==> config.mk <==
export PLATFORM = sky130hd
export DESIGN_NAME = pafit_cell
export DESIGN_NICKNAME = d
export VERILOG_FILES = /design/src/rtl/core/partition_allocator_first_best_worst_fit_macros.svh /design/src/rtl/core/pafit_pkg.sv /design/src/rtl/core/pafit_cell.sv
export SDC_FILE = /design/constraint.sdc
export NUM_CORES = 1
export LEC_CHECK = 0
export BUFFER_PORTS_ARGS = -buffer_cell sky130_fd_sc_hd__buf_2
export CAP_MARGIN = 20
export CORE_AREA = 2 2 118 120
export DETAILED_ROUTE_END_ITERATION = 7
export DIE_AREA = 0 0 120 122
export HOLD_SLACK_MARGIN = 0.02
export MAX_ROUTING_LAYER = met4
export PLACE_DENSITY = 0.62
export SLEW_MARGIN = 20
export SYNTH_ARGS = -nofsm -noshare
export SYNTH_HDL_FRONTEND = slang
export SYNTH_SLANG_ARGS = --single-unit
export TNS_END_PERCENT = 1
==> constraint.sdc <==
create_clock -name clk_i -period 4.9 [get_ports clk_i]
set_clock_uncertainty 0.15 [all_clocks]
set_input_delay 0.49 -clock clk_i [delete_from_list [all_inputs] [get_ports clk_i]]
set_output_delay 0.49 -clock clk_i [all_outputs]
set_load 0.05 [all_outputs]
==> src/rtl/core/partition_allocator_first_best_worst_fit_macros.svh <==
// assertion macros for the partition allocator
// used by the top level; no other dependencies
`ifndef PARTITION_ALLOCATOR_FIRST_BEST_WORST_FIT_MACROS_SVH
`define PARTITION_ALLOCATOR_FIRST_BEST_WORST_FIT_MACROS_SVH

// assertion checked every clock while out of reset
`define PA_ASSERT(lbl, prop, msg) \
  lbl: assert property (@(posedge clk_i) disable iff (!rst_ni) (prop)) else $error(msg);

// assertion checked every clock, during reset too
`define PA_ASSERT_RST(lbl, prop, msg) \
  lbl: assert property (@(posedge clk_i) (prop)) else $error(msg);

`endif

==> src/rtl/core/pafit_pkg.sv <==
// shared constants, types and functions for the partition allocator
// no dependencies
`default_nettype none
package pafit_pkg;

  localparam int unsigned MaxSegments = 32;
  localparam int unsigned AddrWidth   = 16;
  localparam int unsigned JobWidth    = 16;
  localparam int unsigned ResWidth    = 11;

  localparam logic [15:0] ReservedJob  = 16'hFFFF;
  localparam logic [15:0] MemSizeReset = 16'd5120;
  localparam logic [10:0] ResLenReset  = 11'd8;

  localparam logic [1:0] StOk    = 2'd0;
  localparam logic [1:0] StNoFit = 2'd1;
  localparam logic [1:0] StNoJob = 2'd2;
  localparam logic [1:0] StFull  = 2'd3;

  localparam logic [1:0] PolFirst = 2'd0;
  localparam logic [1:0] PolBest  = 2'd1;
  localparam logic [1:0] PolWorst = 2'd2;

  localparam logic RegMemSize = 1'b0;
  localparam logic RegResLen  = 1'b1;

  // commands broadcast from the sequencer to every cell
  typedef struct packed {
    logic init;
    logic shift_up;
    logic shift_dn;
    logic write_pick;
  } cell_ctl_t;

endpackage
`default_nettype wire

==> src/rtl/core/pafit_cell.sv <==
// one table entry of the segment chain; shifts with its neighbors
// depends on pafit_pkg
`default_nettype none
module pafit_cell #(
  parameter int unsigned AW = pafit_pkg::AddrWidth,
  parameter int unsigned IW = 5
) (
  input  wire logic                   clk_i,
  input  wire pafit_pkg::cell_ctl_t   ctl_i,
  input  wire logic [IW-1:0]          self_i,
  input  wire logic [IW-1:0]          lo_i,
  input  wire logic [IW-1:0]          hi_i,
  input  wire logic                   init_used_i,
  input  wire logic [15:0]            init_job_i,
  input  wire logic [AW-1:0]          init_start_i,
  input  wire logic [AW-1:0]          init_len_i,
  input  wire logic                   w_used_i,
  input  wire logic [15:0]            w_job_i,
  input  wire logic [AW-1:0]          w_start_i,
  input  wire logic [AW-1:0]          w_len_i,
  input  wire logic [IW-1:0]          w_idx_i,
  input  wire logic                   w2_en_i,
  input  wire logic [AW-1:0]          w2_start_i,
  input  wire logic [AW-1:0]          w2_len_i,
  input  wire logic                   prv_used_i,
  input  wire logic [15:0]            prv_job_i,
  input  wire logic [AW-1:0]          prv_start_i,
  input  wire logic [AW-1:0]          prv_len_i,
  input  wire logic                   nxt_used_i,
  input  wire logic [15:0]            nxt_job_i,
  input  wire logic [AW-1:0]          nxt_start_i,
  input  wire logic [AW-1:0]          nxt_len_i,
  output logic                        used_o,
  output logic [15:0]                 job_o,
  output logic [AW-1:0]               start_o,
  output logic [AW-1:0]               len_o
);

  logic          used_q;
  logic [15:0]   job_q;
  logic [AW-1:0] start_q, len_q;
  logic          in_rng;

  assign in_rng = (self_i > lo_i) && (self_i <= hi_i);

  always_ff @(posedge clk_i) begin
    if (ctl_i.init) begin
      used_q  <= init_used_i;
      job_q   <= init_job_i;
      start_q <= init_start_i;
      len_q   <= init_len_i;
    end else if (ctl_i.shift_up && in_rng) begin
      used_q  <= prv_used_i;
      job_q   <= prv_job_i;
      start_q <= prv_start_i;
      len_q   <= prv_len_i;
    end else if (ctl_i.shift_dn && in_rng) begin
      used_q  <= nxt_used_i;
      job_q   <= nxt_job_i;
      start_q <= nxt_start_i;
      len_q   <= nxt_len_i;
    end else if (ctl_i.write_pick && self_i == w_idx_i) begin
      used_q  <= w_used_i;
      job_q   <= w_job_i;
      start_q <= w_start_i;
      len_q   <= w_len_i;
    end else if (ctl_i.write_pick && w2_en_i && self_i == w_idx_i + IW'(1)) begin
      used_q  <= 1'b0;
      job_q   <= '0;
      start_q <= w2_start_i;
      len_q   <= w2_len_i;
    end
  end

  assign used_o  = used_q;
  assign job_o   = job_q;
  assign start_o = start_q;
  assign len_o   = len_q;

endmodule
`default_nettype wire

==> results of run 1 <==
[power breakdown]
group | internal, mW | total [mW] | leakage (nW) | switching [mW]
Combinational | 0.198 | 0.664 | 2.16 | 0.466
Clock | 0.239 | 0.381 | 0.0785 | 0.142
Sequential | 0.554 | 0.571 | 0.489 | 0.0175
Total | 0.991 | 1.62 | 2.73 | 0.625
[worst max path at each step]
stage / startpoint / end / slack, ns
6_report: self_i[4] / job_o[15]$_DFFE_PP_ / 1.69
5_1_grt: self_i[4] / job_o[15]$_DFFE_PP_ / 1.43
4_1_cts: self_i[4] / job_o[15]$_DFFE_PP_ / 1.65
3_5_place_dp: self_i[4] / start_o[1]$_DFFE_PP_ / 1.36
3_3_place_gp: self_i[4] / len_o[10]$_DFFE_PP_ / 1.47
2_1_floorplan: hi_i[4] / job_o[0]$_DFFE_PP_ / 1.14
[stage by stage]
stage | power [mW] | instance area (sq um) | worst slack, ns | cells
6_report | 1.616 | 5378 | 1.687 | 821
2_1_floorplan | 1.028 | 3612 | 1.144 | 356
4_1_cts | 1.637 | 5378 | 1.653 | 821
5_1_grt | 1.691 | 5378 | 1.426 | 821
3_3_place_gp | 1.236 | 5215 | 1.473 | 813
3_5_place_dp | 1.246 | 5215 | 1.360 | 813
[cells by family after synthesis]
group	share of synthesized area, %
muxes	8.867
buffers and inverters	7.170
AOI/OAI and AO/OA	25.56
and+or+nand+nor	11.67
DFF	40.73
xor gates and xnor gates	2.182
adders and majority gates	3.810
[cell type report]
| class | instances | share of cell area, % |
|---|---|---|
| Inverter | 20 | 1.396 |
| Clock buffer | 6 | 2.396 |
| Sequential cell | 49 | 27.36 |
| Tap cell | 180 | 4.188 |
| Clock inverter | 2 | 0.6282 |
| Multi-Input combinational cell | 257 | 35.23 |
| Timing Repair Buffer | 307 | 28.80 |
[sequential cells by signal, summed over array words and instances, names as in the netlist]
signal,count
len_o,16
job_o,16
used_o,1
start_o,16
[cells in the mapped netlist, drive strengths merged (2+ instances only)]
master / count / share of area (%)
a211oi: 2 / 0.90
a21oi: 13 / 2.1
a221o: 9 / 2.5
a221oi: 7 / 2.0
a222oi: 8 / 2.2
a22oi: 34 / 7.1
buf: 14 / 3.4
clkbuf: 16 / 1.7
edfxtp: 49 / 41
ha: 11 / 3.8
inv: 20 / 2.1
mux2i: 32 / 8.9
nand2: 46 / 4.8
nand3: 12 / 1.7
nand4: 3 / 0.52
nor2: 19 / 2.3
nor2b: 8 / 1.4
o221ai: 26 / 6.3
o22ai: 7 / 1.2
or2: 3 / 0.52
xnor2: 8 / 1.9
[worst min-delay path, delay by kind of cell]
kind | cells | cell delay [ns]
buf+inv | 1 | 0.07
compound gates | 1 | 0.05
simple gates | 1 | 0.04
[per-layer routing]
metal / wire length (um) / vias up / global-route usage (%)
li1: - / 1970 / -
met1: 5485 / 1963 / 20.61
met2: 7321 / 208 / 33.84
met3: 1015 / 18 / 2.949
met4: 218 / 0 / 4.926
met5: 0 / - / -
==> flow_metrics.py, run 1 <==
metrics = {
    "floorplan": {
        "die_w_um": 120,
        "rows": 43,
        "io_pins": 303,
        "die_h_um": 122,
        "die_area_sq_mm": 0.01464,
        "start_util_pct": 26.75,
        "core_sq_mm": 0.01350,
    },
    "timing": {
        "slew_headroom_pct": 29.28,
        "finalHoldViolCount": 0,
        "fin_hold_ws_ns": 0.3409,
        "rsz0062_at_grt": "no",
        "max_freq_ghz": 0.3113,
        "setup_tns_ns": 0,
        "drv_slew": 0,
        "max_slew.worst_pin.slew_ns": 1.061,
        "fin_crit_ns": 3.213,
        "setup_viol": 0,
        "fin_crit_sh_pct": 65.57,
    },
    "worst_hold_path": {
        "min_delay_path_depth": 3,
        "min-delay-start": "init_len_i[10]",
        "hold_path.class": "in2reg",
        "hold_end": "len_o[10]$_DFFE_PP_",
    },
    "synth": {
        "ys_seq_area_share_pct": 40.73,
        "synth-main-ff-cell": "edfxtp_1",
        "yosysWarnings": 0,
        "syn_inst": 356,
        "syn_area_per_cell_sq_um": 10.15,
        "synth_edf_count": 49,
        "synth_seq_cells": 49,
        "yosysUniqueCellTypes": 40,
        "syn-cell-area_sq_mm": 0.003612,
        "synthArstFlopShare_pct": 0,
        "synth_nets": 621,
    },
    "critical_path": {
        "cp_max_fo": 30,
        "critPathLaunchType": "primary input",
        "slowest_stage": "a211oi_2",
        "worstPathRequired_ns": 4.69,
        "path_class": "in2reg",
        "cp_top_family": "compound AO/OA/AOI/OAI gates",
        "crit_chain": "buf_2 > ha_1 > nand4_1 > o221a_1 > a211oi_2 > a21oi_2 > nand3_2 > buf_4",
        "cp_slowest_stage_delay_ns": 0.47,
        "path_buf_inv": 2,
        "end_kind": "register",
        "cp.arrival_ns": 3.00,
        "cp.depth": 8,
    },
    "clocking": {
        "cts_root_buf": "clkbuf_16",
        "cts_buffers": 5,
        "cts_tree": "yes",
        "post_cts_buffers": 0,
        "cts_buffer_depth": 2,
        "clock_sinks": 49,
        "htree_levels": 2,
        "path_clk_slew_ns": 0.06,
        "cts_resized": 0,
        "ctsHoldBuffers": 0,
    },
    "route": {
        "wl_mm": 14.04,
        "wl_per_cell_um": 17.10,
        "drtAntennaViolNets": 0,
        "drt_pass1_iterations": 8,
        "viasPerCell": 5.066,
        "drc_errors": 0,
        "first_iter_violations": 180,
        "num_vias": 4159,
    },
    "final_layout": {
        "final_cell_mix": "buf_2 (302), edfxtp_1 (49), nand2_1 (46)",
        "mostFrequentLayoutCell": "buf_2",
        "n_antenna_cell": 0,
        "ff_latch_area_sq_mm": 0.001471,
        "nFillCells": 1392,
        "final_util_pct": 39.82,
        "nets": 905,
        "drive_above_1_share_pct": 51.17,
        "synthToLayoutAreaGrowth_pct": 48.87,
        "multi_input_area_sq_mm": 0.001894,
    },
    "grt": {
        "grt_use_total_pct": 18.38,
        "antenna_found_initial": 0,
        "grt_pass1_wl_mm": 20.44,
        "grt_max_degree": 39,
        "grt_overflow": 0,
        "grt_pass1_vias": 4108,
    },
    "status": {
        "status": "complete, no violations",
    },
    "place": {
        "place_hpwl_mm": 11.17,
        "globalplace.congestion": 0.8539,
        "place.port_buffers": 302,
    },
    "run": {
        "cap_violations": 0,
    },
    "power": {
        "p_leak_nw": 2.727,
        "p_per_area_mw_per_mm2": 300.5,
        "ir_drop_mv": 0.1094,
    },
}
Power figures use the tool's default switching activity.
==> inputs of run 2 (changes only) <==
--- a/config.mk
+++ b/config.mk
@@ -5,14 +5,15 @@
 export SDC_FILE = /design/constraint.sdc
 export NUM_CORES = 1
 export LEC_CHECK = 0
+export ABC_AREA = 1
 export BUFFER_PORTS_ARGS = -buffer_cell sky130_fd_sc_hd__buf_2
 export CAP_MARGIN = 20
-export CORE_AREA = 2 2 118 120
+export CORE_AREA = 2 2 117 119
 export DETAILED_ROUTE_END_ITERATION = 7
-export DIE_AREA = 0 0 120 122
+export DIE_AREA = 0 0 119 121
 export HOLD_SLACK_MARGIN = 0.02
 export MAX_ROUTING_LAYER = met4
-export PLACE_DENSITY = 0.62
+export PLACE_DENSITY = 0.76
 export SLEW_MARGIN = 20
 export SYNTH_ARGS = -nofsm -noshare
 export SYNTH_HDL_FRONTEND = slang
==> constraint.sdc (replaced) <==
create_clock -name clk_i -period 2.9 [get_ports clk_i]
set_clock_uncertainty 0.15 [all_clocks]
set_input_delay 0.29 -clock clk_i [delete_from_list [all_inputs] [get_ports clk_i]]
set_output_delay 0.29 -clock clk_i [all_outputs]
set_load 0.05 [all_outputs]
==> run 2 against run 1 <==
  * First-iteration DRC count rose to 3.5 times the previous value
  * Final cell count is 47% higher
  * Area after synthesis grew 35%
  * Worst setup slack got worse by 0.95 ns
  * Power grew 93%
  * Flip-flop and latch count is the same
  * Via count grew 47%
  * Global-route usage up 6.8 points
  * Critical path depth increased by 3
  * Critical endpoint is now len_o[3]$_DFFE_PP_
==> flow_metrics.py, run 2 <==
metrics = {
    "timing": {
        "max_slew.worst_pin.slew_ns": 0.6126,
        "fin_ws_ns": 0.7380,
        "drv_slew": 0,
        "fin_crit_sh_pct": 74.55,
        "fin_crit_ns": 2.162,
        "finalHoldViolCount": 0,
        "max_freq_ghz": 0.4625,
        "slew_headroom_pct": 59.10,
        "setup_viol": 0,
        "rsz0062_at_grt": "no",
        "setup_tns_ns": 0,
    },
    "route": {
        "viasPerCell": 5.055,
        "drtAntennaViolNets": 0,
        "num_vias": 6112,
        "wl_mm": 18.14,
        "drc_errors": 0,
        "wl_per_cell_um": 15.00,
        "first_iter_violations": 632,
        "drt_pass1_iterations": 6,
    },
    "critical_path": {
        "slowest_stage": "buf_4",
        "cp_top_family": "simple AND/OR/NAND/NOR gates",
        "critPathLaunchType": "primary input",
        "cp_max_fo": 51,
        "end_kind": "register",
        "worstPathRequired_ns": 2.80,
        "path_buf_inv": 3,
        "cp.arrival_ns": 2.06,
        "cp_slowest_stage_delay_ns": 0.46,
        "crit_chain": "buf_2 > inv_12 > ha_4 > nand2_4 > nor3_2 > nor2_1 > nor2_4 > buf_4 > nand4_1 > nand3_1 > a21oi_1",
        "path_class": "in2reg",
    },
    "clocking": {
        "post_cts_buffers": 0,
        "cts_root_buf": "clkbuf_16",
        "clock_sinks": 49,
        "path_clk_slew_ns": 0.07,
        "cts_buffer_depth": 2,
        "cts_tree": "yes",
        "cts_buffers": 5,
        "cts_resized": 0,
        "ctsHoldBuffers": 0,
        "htree_levels": 2,
    },
    "final_layout": {
        "mostFrequentLayoutCell": "buf_2",
        "final_cell_mix": "buf_2 (302), nand2_1 (230), inv_1 (127)",
        "multi_input_area_sq_mm": 0.002651,
        "design_area_sq_mm": 0.006759,
        "ff_latch_area_sq_mm": 0.001471,
        "nFillCells": 1347,
        "synthToLayoutAreaGrowth_pct": 39.08,
        "drive_above_1_share_pct": 34.69,
        "nets": 1296,
    },
    "power": {
        "p_clk_share_pct": 21.3,
        "p_leak_nw": 3.902,
        "p_comb_share_pct": 47.0,
        "ir_drop_mv": 0.2282,
        "internal-power_mw": 1.769,
        "p_sw_mw": 1.344,
        "power.share.switching_pct": 43.18,
        "pwr-share-seq_pct": 31.7,
        "p_total_mw": 3.114,
        "p_per_area_mw_per_mm2": 460.7,
    },
    "floorplan": {
        "die_h_um": 121,
        "die_area_sq_mm": 0.01440,
        "start_util_pct": 37.14,
        "die_w_um": 119,
        "rows": 42,
        "core_sq_mm": 0.01309,
        "io_pins": 303,
    },
    "grt": {
        "grt_pass1_vias": 5761,
        "grt_overflow": 0,
        "grt_max_degree": 52,
        "grt_pass1_wl_mm": 28.17,
        "grt_use_total_pct": 25.16,
        "antenna_found_initial": 0,
    },
    "worst_hold_path": {
        "min_delay_path_depth": 3,
        "min-delay-start": "init_len_i[9]",
        "hold_path.class": "in2reg",
        "hold_end": "len_o[9]$_DFFE_PP_",
    },
    "synth": {
        "synth_most_common_cell": "nand2_1",
        "syn_area_per_cell_sq_um": 6.352,
        "synth_nets": 1030,
        "yosysUniqueCellTypes": 25,
        "synth_area_leaders": "edfxtp_1 (30%), nand2_1 (18%), nand4_1 (11%)",
        "yosys.area.top_type_share_pct": 30.28,
        "synth_edf_count": 49,
        "synth_seq_cells": 49,
        "syn-cell-area_sq_mm": 0.004860,
        "synthArstFlopShare_pct": 0,
        "synth_common_cells": "nand2_1 (233), inv_1 (136), nand4_1 (84)",
        "ys_seq_area_share_pct": 30.28,
        "yosysWarnings": 0,
        "synth-main-ff-cell": "edfxtp_1",
        "syn_inst": 765,
        "yosysTopAreaCell": "edfxtp_1",
    },
    "run": {
        "cap_violations": 0,
    },
    "place": {
        "dpl_cell_area_sq_mm": 0.006594,
        "globalplace.congestion": 0.9464,
        "dp_slack_ns": 0.3850,
        "place.port_buffers": 302,
        "place_hpwl_mm": 13.47,
    },
    "status": {
        "status": "complete, no violations",
    },
}
==> run 2: metrics by stage <==
| stage | hold WS, ns | util [%] | instances |
|---|---|---|---|
| 2_1_floorplan | 0.3214 | - | 765 |
| 3_3_place_gp | 0.4120 | 50.39 | 1200 |
| 3_5_place_dp | 0.4169 | 50.39 | 1200 |
| 4_1_cts | 0.1139 | 51.64 | 1208 |
| 5_1_grt | 0.1224 | 51.64 | 1208 |
| 6_report | 0.1222 | 51.65 | 1209 |
==> run 2: kinds of logic (layout without fill, tap and decap cells) <==
logic type,Yosys count,after routing,share of synthesized area (%)
other,0,1,0
AND/OR/NAND/NOR,451,451,42.46
flip-flops,49,49,30.28
XOR/XNOR,5,5,1.210
AO/OA/AOI/OAI,52,52,5.355
adder cells (fa/ha/maj),11,11,2.832
buffers and inverters,197,464,17.87
==> run 2: worst max path at each step <==
stage                        from                 end  slack, ns  cells after the start
after floorplan           lo_i[4]  job_o[0]$_DFFE_PP_      -0.65                     12
after global placement    lo_i[4]  len_o[3]$_DFFE_PP_       0.41                     11
after detailed placement  lo_i[4]  len_o[3]$_DFFE_PP_       0.38                     11
after CTS                 lo_i[4]  len_o[3]$_DFFE_PP_       0.72                     11
after global routing      lo_i[4]  len_o[3]$_DFFE_PP_       0.59                     11
final                     lo_i[4]  len_o[3]$_DFFE_PP_       0.74                     11
==> run 2: area by class of cell <==
class                      instances  area share (%)
tap                              176           3.258
clock inverter                     2          0.4998
multi-input combinational        519           39.23
clock buffer                       6           1.907
antenna                            1         0.03702
timing repair buffer             319           25.18
inverter                         137           8.127
sequential                        49           21.77
==> run 2: power groups by stage <==
stage,combinational (mW),clock [mW],sequential (mW)
floorplan,0.522,0,1.49
global placement,1.45,0,0.998
detailed placement,1.46,0,1.00
CTS,1.46,0.678,0.986
global route,1.57,0.703,0.997
finish,1.46,0.664,0.987
==> run 2: per-layer routing <==
layer / track usage, % / share of wire [%] / vias to the layer above
li1: - / - / 3000
met5: - / 0 / -
met2: 42.64 / 49 / 362
met3: 3.900 / 8.3 / 35
met1: 31.06 / 40 / 2715
met4: 7.664 / 2.1 / 0
==> inputs of run 3 (changes only) <==
--- a/config.mk
+++ b/config.mk
@@ -8,12 +8,12 @@
 export ABC_AREA = 1
 export BUFFER_PORTS_ARGS = -buffer_cell sky130_fd_sc_hd__buf_2
 export CAP_MARGIN = 20
-export CORE_AREA = 2 2 117 119
+export CORE_AREA = 2 2 118 120
 export DETAILED_ROUTE_END_ITERATION = 7
-export DIE_AREA = 0 0 119 121
+export DIE_AREA = 0 0 120 122
 export HOLD_SLACK_MARGIN = 0.02
 export MAX_ROUTING_LAYER = met4
-export PLACE_DENSITY = 0.76
+export PLACE_DENSITY = 0.72
 export SLEW_MARGIN = 20
 export SYNTH_ARGS = -nofsm -noshare
 export SYNTH_HDL_FRONTEND = slang
==> constraint.sdc (replaced) <==
create_clock -name clk_i -period 2.25 [get_ports clk_i]
set_clock_uncertainty 0.15 [all_clocks]
set_input_delay 0.225 -clock clk_i [delete_from_list [all_inputs] [get_ports clk_i]]
set_output_delay 0.225 -clock clk_i [all_outputs]
set_load 0.05 [all_outputs]
==> run 3 against run 2 <==
  * Flip-flop and latch count stayed put
  * Final cell count is 1.2% higher
  * Critical path depth is 1 lower
  * Die area is 1.7% higher
  * Largest power group unchanged
  * Sequential power is 29% higher
  * Via count is 0.75% lower
  * First-iteration DRC count is 20% lower
  * Sequential share of layout area is 0.45 points lower
  * Hold slack worse by 0.062 ns
  * Final area is 2.1% higher
  * Power is 27% higher
  * Utilization is 0.56 points lower
  * Critical endpoint is now len_o[15]$_DFFE_PP_
==> flow_metrics.py, run 3 (synthesis results as in run 2) <==
metrics = {
    "floorplan": {
        "rows": 43,
        "die_h_um": 122,
        "start_util_pct": 35.99,
        "core_sq_mm": 0.01350,
        "die_w_um": 120,
        "io_pins": 303,
        "die_area_sq_mm": 0.01464,
    },
    "clocking": {
        "htree_levels": 2,
        "ctsHoldBuffers": 0,
        "cts_resized": 0,
        "post_cts_buffers": 0,
        "path_clk_slew_ns": 0.06,
        "cts_tree": "yes",
        "cts_buffers": 5,
        "clock_sinks": 49,
        "cts_buffer_depth": 2,
        "cts_root_buf": "clkbuf_16",
    },
    "route": {
        "drc_errors": 0,
        "drtAntennaViolNets": 0,
        "wl_per_cell_um": 14.71,
        "wl_mm": 18.01,
        "drt_pass1_iterations": 5,
        "num_vias": 6066,
        "viasPerCell": 4.956,
        "first_iter_violations": 508,
    },
    "power": {
        "p_sw_mw": 1.715,
        "pwr-share-seq_pct": 32.2,
        "p_clk_share_pct": 18.4,
        "p_total_mw": 3.939,
        "p_leak_nw": 3.977,
        "p_comb_share_pct": 49.5,
        "ir_drop_mv": 0.2880,
        "internal-power_mw": 2.224,
        "p_per_area_mw_per_mm2": 570.9,
        "power.share.switching_pct": 43.55,
    },
    "final_layout": {
        "n_antenna_cell": 0,
        "drive_above_1_share_pct": 35.34,
        "nets": 1308,
        "fin_cells": 1224,
        "final_util_pct": 51.10,
        "mostFrequentLayoutCell": "buf_2",
        "nFillCells": 1356,
        "final_cell_mix": "buf_2 (302), nand2_1 (230), inv_1 (127)",
        "synthToLayoutAreaGrowth_pct": 41.99,
    },
    "place": {
        "dpl.cell_count": 1216,
        "globalplace.congestion": 0.8914,
        "place_hpwl_mm": 13.63,
        "place.port_buffers": 302,
        "dp_slack_ns": -0.1097,
    },
    "timing": {
        "fin_ws_ns": 0.1997,
        "drv_slew": 0,
        "max_freq_ghz": 0.4877,
        "fin_crit_sh_pct": 91.12,
        "slew_headroom_pct": 75.15,
        "fin_crit_ns": 2.050,
        "max_slew.worst_pin.slew_ns": 0.3727,
        "finalHoldViolCount": 0,
        "setup_viol": 0,
        "rsz0062_at_grt": "no",
    },
    "worst_hold_path": {
        "min_delay_path_depth": 3,
        "hold_path.class": "in2reg",
    },
    "critical_path": {
        "critPathLaunchType": "primary input",
        "cp_top_family": "simple AND/OR/NAND/NOR gates",
        "endpoint": "len_o[15]$_DFFE_PP_",
        "path_class": "in2reg",
        "cp.depth": 10,
        "slowest_stage": "buf_4",
        "cp_slowest_stage_delay_ns": 0.30,
        "worstPathRequired_ns": 2.06,
        "end_kind": "register",
        "cp_max_fo": 19,
        "crit_chain": "buf_2 > inv_12 > ha_4 > nand2_4 > nor3_2 > nor2_1 > nor2_4 > nand3_2 > nand4_1 > buf_4",
        "cp.arrival_ns": 1.87,
        "critPathLaunch": "lo_i[4]",
        "path_buf_inv": 3,
    },
    "grt": {
        "grt_use_total_pct": 24.33,
        "grt_overflow": 0,
        "grt_pass1_wl_mm": 27.56,
        "antenna_found_initial": 0,
        "grt_pass1_vias": 5638,
        "grt_max_degree": 50,
    },
    "run": {
        "cap_violations": 0,
    },
    "status": {
        "status": "complete, no violations",
    },
}
## run 3: cell count changes in the layout (fill, tap and decap cells not counted), sizes merged
| cell | before | now |
|---|---|---|
| buf | 319 | 331 |
| clkbuf | 6 | 8 |
| bufinv | 1 | 0 |
| clkinv | 1 | 0 |
| diode | 1 | 0 |
## run 3: power by group through the flow
stage	Combinational (mW)	Clock, mW	Sequential, mW
after floorplan	0.672	0	1.93
after global placement	1.95	0	1.28
after detailed placement	1.95	0	1.29
after CTS	1.95	0.744	1.27
after global routing	2.10	0.775	1.28
final	1.95	0.723	1.27
## run 3: cell type report
class	instances	area, sq um	area share (%)
Multi-Input combinational cell	519	2651	38.42
Clock buffer	8	136.4	1.976
Sequential cell	49	1471	21.32
Timing Repair Buffer	331	1867	27.05
Tap cell	180	225.2	3.264
Inverter	137	549.3	7.960
## run 3: stage by stage
step	setup TNS (ns)	cell area [sq um]	hold WS, ns
4_1_cts	0	6900	0.05312
5_1_grt	0	6900	0.07006
6_report	0	6900	0.06000
3_3_place_gp	-1.282	6764	0.3457
3_5_place_dp	-3.820	6764	0.3485
2_1_floorplan	-60.69	5026	0.2564
## run 3: how the worst min path moves through the flow
stage	slack, ns	endpoint	from
after global routing	0.07	job_o[5]$_DFFE_PP_	init_job_i[5]
after detailed placement	0.35	start_o[9]$_DFFE_PP_	init_start_i[9]
after CTS	0.05	start_o[9]$_DFFE_PP_	init_start_i[9]
final	0.06	start_o[9]$_DFFE_PP_	init_start_i[9]
after global placement	0.35	start_o[9]$_DFFE_PP_	init_start_i[9]
after floorplan	0.26	job_o[14]$_DFFE_PP_	init_job_i[14]
## run 3: metal layers
metal | wire length, um | up-vias | global-route usage [%]
met5 | 0 | - | -
li1 | - | 3019 | -
met3 | 1477 | 43 | 3.324
met4 | 567 | 0 | 9.853
met1 | 7455 | 2686 | 30.27
met2 | 8507 | 318 | 39.99
## run 3: worst min-delay path, cell delays in order
cell and delay [ns]:
buf_2 0.07, nand2_1 0.04, nand2_1 0.05
